--- src/rtl/arpc_pkg.sv ---
`timescale 1ns / 1ps
`default_nettype none

package arpc_pkg;

  // Cache geometry
  localparam int CACHE_ENTRIES = 16;
  localparam int IDX_W = (CACHE_ENTRIES > 1) ? $clog2(CACHE_ENTRIES) : 1;

  // Configuration port
  localparam int CFG_IDX_W  = 2;
  localparam int CFG_DATA_W = 48;
  localparam logic [CFG_IDX_W-1:0] REG_OWN_IP  = 2'd0;
  localparam logic [CFG_IDX_W-1:0] REG_OWN_MAC = 2'd1;

  // Operation modes
  localparam logic [1:0] MODE_LOOKUP = 2'd0;
  localparam logic [1:0] MODE_ADD    = 2'd1;
  localparam logic [1:0] MODE_PACKET = 2'd2;

  // Result status codes
  localparam logic [2:0] ST_HIT     = 3'd0;
  localparam logic [2:0] ST_MISS    = 3'd1;
  localparam logic [2:0] ST_STORED  = 3'd2;
  localparam logic [2:0] ST_DROPPED = 3'd3;
  localparam logic [2:0] ST_LEARNED = 3'd4;
  localparam logic [2:0] ST_REPLY   = 3'd5;

  // Header values a packet must carry, and the ARP request opcode
  localparam logic [15:0] HTYPE_ETHERNET = 16'h0001;
  localparam logic [15:0] ARP_PROTO_IPV4 = 16'h0800;
  localparam logic [7:0]  ARP_HW_LEN     = 8'd6;
  localparam logic [7:0]  ARP_PROTO_LEN  = 8'd4;
  localparam logic [15:0] OPCODE_REQUEST = 16'h0001;

  typedef struct packed {
    logic [1:0]  mode;
    logic [31:0] entry_ip;
    logic [47:0] entry_mac;
    logic        frame_short;
    logic [15:0] hw_type;
    logic [15:0] proto_type;
    logic [7:0]  hw_len;
    logic [7:0]  proto_len;
    logic [15:0] arp_opcode;
    logic [31:0] target_ip;
  } in_item_t;

  typedef struct packed {
    logic [2:0]  status;
    logic [47:0] result_mac;
    logic [31:0] result_ip;
  } out_item_t;

  // Controller to datapath
  typedef struct packed {
    logic load;
    logic exec;
  } dp_cmd_t;

  // Datapath to controller
  typedef struct packed {
    logic out_full;
  } dp_sts_t;

endpackage

`default_nettype wire

--- src/rtl/arpc_ctrl.sv ---
`timescale 1ns / 1ps
`default_nettype none

module arpc_ctrl (
  input  wire logic             clk,
  input  wire logic             rst,
  input  wire logic             in_valid,
  output logic                  in_stall,
  output arpc_pkg::dp_cmd_t     cmd,
  input  wire arpc_pkg::dp_sts_t sts
);
  import arpc_pkg::*;

  localparam logic S_IDLE = 1'b0;
  localparam logic S_EXEC = 1'b1;

  logic state;
  logic state_next;

  // Next state and commands
  always_comb begin
    state_next = state;
    cmd        = '0;
    in_stall   = 1'b1;
    unique case (state)
      S_IDLE: begin
        in_stall = 1'b0;
        if (in_valid) begin
          cmd.load   = 1'b1;
          state_next = S_EXEC;
        end
      end
      S_EXEC: begin
        // wait until the output register can take the result
        if (!sts.out_full) begin
          cmd.exec   = 1'b1;
          state_next = S_IDLE;
        end
      end
      default: state_next = S_IDLE;
    endcase
  end

  always_ff @(posedge clk) begin
    if (rst) begin
      state <= S_IDLE;
    end else begin
      state <= state_next;
    end
  end

endmodule

`default_nettype wire

--- src/rtl/arpc_dpath.sv ---
`timescale 1ns / 1ps
`default_nettype none

module arpc_dpath (
  input  wire logic                            clk,
  input  wire logic                            rst,
  input  wire arpc_pkg::in_item_t              in_item,
  output arpc_pkg::out_item_t                  out_item,
  output logic                                 out_valid,
  input  wire logic                            out_stall,
  input  wire logic                            cfg_we,
  input  wire logic [arpc_pkg::CFG_IDX_W-1:0]  cfg_index,
  input  wire logic [arpc_pkg::CFG_DATA_W-1:0] cfg_data,
  input  wire arpc_pkg::dp_cmd_t               cmd,
  output arpc_pkg::dp_sts_t                    sts
);
  import arpc_pkg::*;

  // Cache storage: valid bits reset, payload written before it is read
  logic [CACHE_ENTRIES-1:0] entry_valid;
  logic [31:0]              entry_ip_store  [CACHE_ENTRIES];
  logic [47:0]              entry_mac_store [CACHE_ENTRIES];

  logic [31:0] own_ip;
  in_item_t    item;

  logic [CACHE_ENTRIES-1:0] hit_vec;
  logic                     hit;
  logic [IDX_W-1:0]         hit_idx;
  logic                     any_free;
  logic [IDX_W-1:0]         free_idx;
  logic [IDX_W-1:0]         wr_idx;
  logic                     pkt_ok;
  logic                     do_add;
  out_item_t                result;

  // Local IP register; the local MAC only matters to the transmit side,
  // so a write to it is accepted and has no effect here
  always_ff @(posedge clk) begin
    if (rst) begin
      own_ip <= '0;
    end else if (cfg_we && cfg_index == REG_OWN_IP) begin
      own_ip <= cfg_data[31:0];
    end
  end

  // Item capture
  always_ff @(posedge clk) begin
    if (cmd.load) begin
      item <= in_item;
    end
  end

  // Parallel compare against every entry
  always_comb begin
    for (int i = 0; i < CACHE_ENTRIES; i++) begin
      hit_vec[i] = entry_valid[i] && (entry_ip_store[i] == item.entry_ip);
    end
  end

  // Lowest matching entry and lowest free slot
  always_comb begin
    hit      = 1'b0;
    hit_idx  = '0;
    any_free = 1'b0;
    free_idx = '0;
    for (int i = CACHE_ENTRIES - 1; i >= 0; i--) begin
      if (hit_vec[i]) begin
        hit     = 1'b1;
        hit_idx = IDX_W'(i);
      end
      if (!entry_valid[i]) begin
        any_free = 1'b1;
        free_idx = IDX_W'(i);
      end
    end
  end

  // Operation decode and result
  always_comb begin
    pkt_ok = !item.frame_short && item.hw_type == HTYPE_ETHERNET &&
             item.proto_type == ARP_PROTO_IPV4 && item.hw_len == ARP_HW_LEN &&
             item.proto_len == ARP_PROTO_LEN;
    do_add = 1'b0;
    result = '0;
    result.status = ST_DROPPED;
    unique case (item.mode)
      MODE_LOOKUP: begin
        if (hit) begin
          result.status     = ST_HIT;
          result.result_mac = entry_mac_store[hit_idx];
        end else begin
          result.status = ST_MISS;
        end
      end
      MODE_ADD: begin
        do_add        = 1'b1;
        result.status = ST_STORED;
      end
      MODE_PACKET: begin
        if (pkt_ok) begin
          do_add = 1'b1;
          if (item.arp_opcode == OPCODE_REQUEST && item.target_ip == own_ip) begin
            result.status     = ST_REPLY;
            result.result_mac = item.entry_mac;
            result.result_ip  = item.entry_ip;
          end else begin
            result.status = ST_LEARNED;
          end
        end
      end
      default: result.status = ST_DROPPED;
    endcase
    // matching entry, else lowest free slot, else entry 0
    if (hit) begin
      wr_idx = hit_idx;
    end else if (any_free) begin
      wr_idx = free_idx;
    end else begin
      wr_idx = '0;
    end
  end

  // Cache write-back
  always_ff @(posedge clk) begin
    if (cmd.exec && do_add) begin
      entry_ip_store[wr_idx]  <= item.entry_ip;
      entry_mac_store[wr_idx] <= item.entry_mac;
    end
  end

  always_ff @(posedge clk) begin
    if (rst) begin
      entry_valid <= '0;
    end else if (cmd.exec && do_add) begin
      entry_valid[wr_idx] <= 1'b1;
    end
  end

  // Output register
  always_ff @(posedge clk) begin
    if (cmd.exec) begin
      out_item <= result;
    end
  end

  always_ff @(posedge clk) begin
    if (rst) begin
      out_valid <= 1'b0;
    end else if (cmd.exec) begin
      out_valid <= 1'b1;
    end else if (!out_stall) begin
      out_valid <= 1'b0;
    end
  end

  assign sts.out_full = out_valid && out_stall;

endmodule

`default_nettype wire

--- src/rtl/arp_cache_and_responder_unit.sv ---
// Each input item is first captured into the item register, then compared,
// written back and its result placed in the output register; no new item
// is taken before that, and a result held by out_stall delays the write-back.
// The next item is accepted while a finished result still waits.
// Reset (rst, synchronous, active high) clears all valid marks, own_ip and
// the handshake state at once; entry IP and MAC storage is not cleared.
`timescale 1ns / 1ps
`default_nettype none

module arp_cache_and_responder_unit (
  input  wire logic                            clk,
  input  wire logic                            rst,
  input  wire logic                            in_valid,
  output logic                                 in_stall,
  input  wire arpc_pkg::in_item_t              in_item,
  output logic                                 out_valid,
  input  wire logic                            out_stall,
  output arpc_pkg::out_item_t                  out_item,
  input  wire logic                            cfg_we,
  input  wire logic [arpc_pkg::CFG_IDX_W-1:0]  cfg_index,
  input  wire logic [arpc_pkg::CFG_DATA_W-1:0] cfg_data
);
  import arpc_pkg::*;

  dp_cmd_t cmd;
  dp_sts_t sts;

  arpc_ctrl u_ctrl (
    .clk      (clk),
    .rst      (rst),
    .in_valid (in_valid),
    .in_stall (in_stall),
    .cmd      (cmd),
    .sts      (sts)
  );

  arpc_dpath u_dpath (
    .clk       (clk),
    .rst       (rst),
    .in_item   (in_item),
    .out_item  (out_item),
    .out_valid (out_valid),
    .out_stall (out_stall),
    .cfg_we    (cfg_we),
    .cfg_index (cfg_index),
    .cfg_data  (cfg_data),
    .cmd       (cmd),
    .sts       (sts)
  );

`ifndef SYNTHESIS
  // one item in flight: the cycle after a transaction the input is held off
  a_one_in_flight: assert property (@(posedge clk) disable iff (rst)
    (in_valid && !in_stall) |=> in_stall)
    else $error("input accepted while an item is in flight");

  // the requester IP is reported only with a reply
  a_ip_only_reply: assert property (@(posedge clk) disable iff (rst)
    (out_valid && out_item.status != ST_REPLY) |-> (out_item.result_ip == '0))
    else $error("result_ip nonzero without reply");

  // a MAC is reported only on a hit or a reply
  a_mac_only_hit: assert property (@(posedge clk) disable iff (rst)
    (out_valid && out_item.status != ST_HIT && out_item.status != ST_REPLY)
      |-> (out_item.result_mac == '0))
    else $error("result_mac nonzero without hit or reply");

  // a command to execute never overwrites a result that is still held
  a_no_overwrite: assert property (@(posedge clk) disable iff (rst)
    (out_valid && out_stall) |-> !cmd.exec)
    else $error("held result overwritten");
`endif

endmodule

`default_nettype wire
--- config.mk ---
export PLATFORM = sky130hd
export DESIGN_NAME = arp_cache_and_responder_unit
export DESIGN_NICKNAME = d
export VERILOG_FILES = /design/src/rtl/arpc_pkg.sv /design/src/rtl/arpc_ctrl.sv /design/src/rtl/arpc_dpath.sv /design/src/rtl/arp_cache_and_responder_unit.sv
export SDC_FILE = /design/constraint.sdc
export NUM_CORES = 2
export LEC_CHECK = 0
export BUFFER_PORTS_ARGS = -buffer_cell sky130_fd_sc_hd__buf_2
export CAP_MARGIN = 15
export CELL_PAD_IN_SITES_DETAIL_PLACEMENT = 1
export CELL_PAD_IN_SITES_GLOBAL_PLACEMENT = 1
export CORE_MARGIN = 5
export CORE_UTILIZATION = 37
export DETAILED_ROUTE_END_ITERATION = 7
export PLACE_DENSITY_LB_ADDON = 0.2
export SYNTH_ARGS = -nofsm -noshare
export SYNTH_HDL_FRONTEND = slang
export SYNTH_SLANG_ARGS = --single-unit
--- constraint.sdc ---
create_clock -name clk -period 23.8 [get_ports clk]
set_input_delay 2.38 -clock clk [delete_from_list [all_inputs] [get_ports clk]]
set_output_delay 2.38 -clock clk [all_outputs]
set_load 0.005 [all_outputs]
==> qor.yml <==
cts:
  clk_pin_slew_ns: 0.06
  clock-sinks: 1592
  clockRootBuffer: "clkbuf_16"
  clk_latency_ns: 0.83
  cts_buffer_depth: 3
  postCtsResizedCells: 0
  htree_levels: 4
  cts_setup_buffers: 0
  tritoncts: "done"
  cts_made_buffers: 175
  holdBufCountCts: 0
floorplan:
  dieWidth_um: 429
  core.rowCount: 153
  core_area_um2: 174000
  initial_utilization_pct: 37.2
  die_height_um: 429
  num_io_pins: 319
  dieArea_um2: 184000
worst_hold_path:
  min_from: "u_dpath.own_ip[11]"
  holdPathStages: 2
  hold_path_class: "register to register"
  min_to: "u_dpath.own_ip[11]"
power_and_ir_drop:
  p_comb_share_pct: 3.5
  p_int_mw: 4.63
  cellLeakagePower_nw: 24.5
  totalPowerFinal_mw: 5.95
  netSwitchingPower_mw: 1.32
  p_sw_share_pct: 22.3
  peakVddDrop_uv: 75.6
  seq_power_share_pct: 53.0
  p_per_area_nw_per_um2: 79.8
  clock_power_share_pct: 43.5
timing:
  finalCritPeriodShare_pct: 29.8
  finalHoldViolCount: 0
  min_period_ns: 7.10
  maxSlewHeadroom_pct: 25.2
  rsz0062_at_grt: "false"
  setup_tns_ns: 0
  slew_violations: 0
  fmax_mhz: 141
  worstMarginPinSlew_ns: 1.12
  setup_violations: 0
  fin_worst_skew_ns: 0.0414
logic_synthesis:
  synth_cell_types: 78
  ys_seq_area_share_pct: 73.0
  ys.flop_type: "edfxtp_1"
  synth-edff-count: 1542
  synthesis.nets: 4529
  synth_most_common_cell: "edfxtp_1"
  syn_avg_cell_area_um2: 15.1
  synth.area.top_cells: "edfxtp_1 (71%), xor2_1 (5.4%), nand3_1 (2.1%), nand4_1 (2.1%), nor4_1 (1.9%)"
  synth_area_leader_cell: "edfxtp_1"
  yosys_warnings: 0
  netlist_area_um2: 64800
  syn-instance-count: 4291
  synthTopCellsByCount: "edfxtp_1 (1,542), xor2_1 (398), nand2_1 (289)"
  synth_top_cell_area_share_pct: 71.4
  async_flop_share_pct: 0
  ys_ff_latch: 1592
routing:
  vias_per_cell: 5.57
  vias: 39673
  drt_iter0_markers: 3600
  wirelength_um: 203000
  first_pass_iters: 6
  drt-wirelength-per-cell_um: 28.6
  post-route-drc-count: 0
  ant_nets: 0
placed_design:
  place.gp.congestion: 0.790
  port_buffers: 302
  dp_hpwl_um: 114000
  place_area_um2: 69100
global_route:
  grt_max_degree: 98
  grt_pass1_wl_um: 291000
  grt_use_total_pct: 21.6
  grt_antenna_before_repair: 24
  grt_pass1_vias: 41231
  overflow: 0
layout:
  nNetsFinal: 4873
  nFillCells: 17407
  area_growth_pct: 15.1
  stdcell_area_um2: 74600
  drive_gt1_share_pct: 16.9
setup_path:
  slowest_delay_ns: 0.97
  worstRegToRegCells: 13
  crit_required_ns: 24.22
  slowest_stage: "nor4_1"
  cpLargestDelayFamily: "buffers and inverters"
  path_cells: "buf_4, xor2_1, nor4_1, nand4_1, nor4_1, a211oi_2, o2111a_1, a21oi_4, buf_12, and2_0, o211ai_1, inv_4, buf_4"
  critPathBufInv: 4
  start_kind: "register"
  timing.rr.end: "u_dpath.entry_mac_store[13][0]"
  r2r_start: "u_dpath.item[170]"
  r2r_setup_slack_ns: 16.70
  critPathKind: "register to register"
  crit_arrival_ns: 7.52
  critPathMaxFanout: 97
  end_kind: "register"
status:
  status: "finished clean"
flow_run:
  maxCapViolations: 0
[power groups by stage]
stage	Clock [mW]	Combinational [mW]	Sequential [mW]
6_report	2.59	0.209	3.15
5_1_grt	2.78	0.225	3.16
4_1_cts	2.65	0.213	3.15
3_5_place_dp	0	0.212	3.21
3_3_place_gp	0	0.209	3.21
2_1_floorplan	0	0.103	3.21
[per-stage QoR]
step | util, % | worst slack (ns) | cells | hold slack (ns)
2_1_floorplan | - | 5.83 | 4291 | 0.448
3_3_place_gp | 39.7 | 16.82 | 6782 | 0.456
3_5_place_dp | 39.7 | 16.67 | 6782 | 0.461
4_1_cts | 42.9 | 16.61 | 7108 | 0.469
5_1_grt | 42.9 | 16.42 | 7116 | 0.487
6_report | 42.9 | 16.70 | 7119 | 0.465
[layout by cell type (no fill, tap or decap), drive strengths merged, types with 47 or more instances in the layout]
cell and count:
o311ai 47, xor2 398, a31oi 48, xnor2 135, clkbuf 224, nand2 291
buf 424, dfxtp 50, mux2 80, edfxtp 1542, a21oi 48, nand4 219
mux2i 54, clkinv 89, o21ai 227, nand3 275, nor4 204, nor2 73
a32o 47
[registers in the layout (all words and copies together) (netlist names)]
signal,flops
u_dpath.entry_mac_store,768
u_dpath.entry_ip_store,512
u_dpath.item,179
u_dpath.out_item,83
u_dpath.own_ip,32
u_dpath.entry_valid,16
u_ctrl.state,1
u_dpath.out_valid,1
[area by class of cell]
type	instances	area (µm²)	area share (%)
diodes	10	25.0	0.0335
clock buffers	224	4670	6.25
clock inverters	102	796	1.07
inverters	28	125	0.168
multi-input cells	2414	16300	21.9
flip-flops and latches	1592	47300	63.4
well taps	2325	2910	3.90
repair buffers	424	2440	3.27
[per-layer routing]
metal,share of wire (%),routed length (µm),global-route usage (%),vias to the layer above
li1,-,-,-,17357
met2,48,97000,35.5,1175
met1,43,88500,29.0,20798
met3,5.5,11200,3.90,325
met5,0.056,113,0,-
met4,3.3,6760,7.45,18
[cells by family (layout without fill, tap and decap cells)]
group / Yosys count / in the layout / synth area share (%)
and+or+nand+nor: 1249 / 1249 / 10.3
other: 0 / 10 / 0
xor gates and xnor gates: 533 / 533 / 7.20
buffers and inverters: 285 / 778 / 2.13
muxes: 135 / 135 / 2.26
DFF: 1592 / 1592 / 73.0
AOI/OAI and AO/OA: 493 / 493 / 5.03
adders and majority gates: 4 / 4 / 0.0772
[worst max-delay path by stage]
stage | start | endpoint | cells after the start
global route | u_dpath.item[170] | u_dpath.entry_mac_store[13][29] | 13
detailed placement | u_dpath.item[170] | u_dpath.entry_mac_store[9][3] | 13
CTS | u_dpath.item[170] | u_dpath.entry_mac_store[13][35] | 13
floorplan | out_stall | u_dpath.entry_ip_store[14][0] | 5
global placement | u_dpath.item[165] | u_dpath.entry_mac_store[9][13] | 13
finish | u_dpath.item[170] | u_dpath.entry_mac_store[13][0] | 13
[worst reg2reg max path, stage by stage (launching register included)]
cell and delay [ns]:
edfxtp_1 0.81, buf_4 0.54, xor2_1 0.20, nor4_1 0.31, nand4_1 0.19, nor4_1 0.97, a211oi_2 0.18, o2111a_1 0.34
a21oi_4 0.15, buf_12 0.61, and2_0 0.61, o211ai_1 0.29, inv_4 0.50, buf_4 0.92
(Power assumes the default switching activity.)
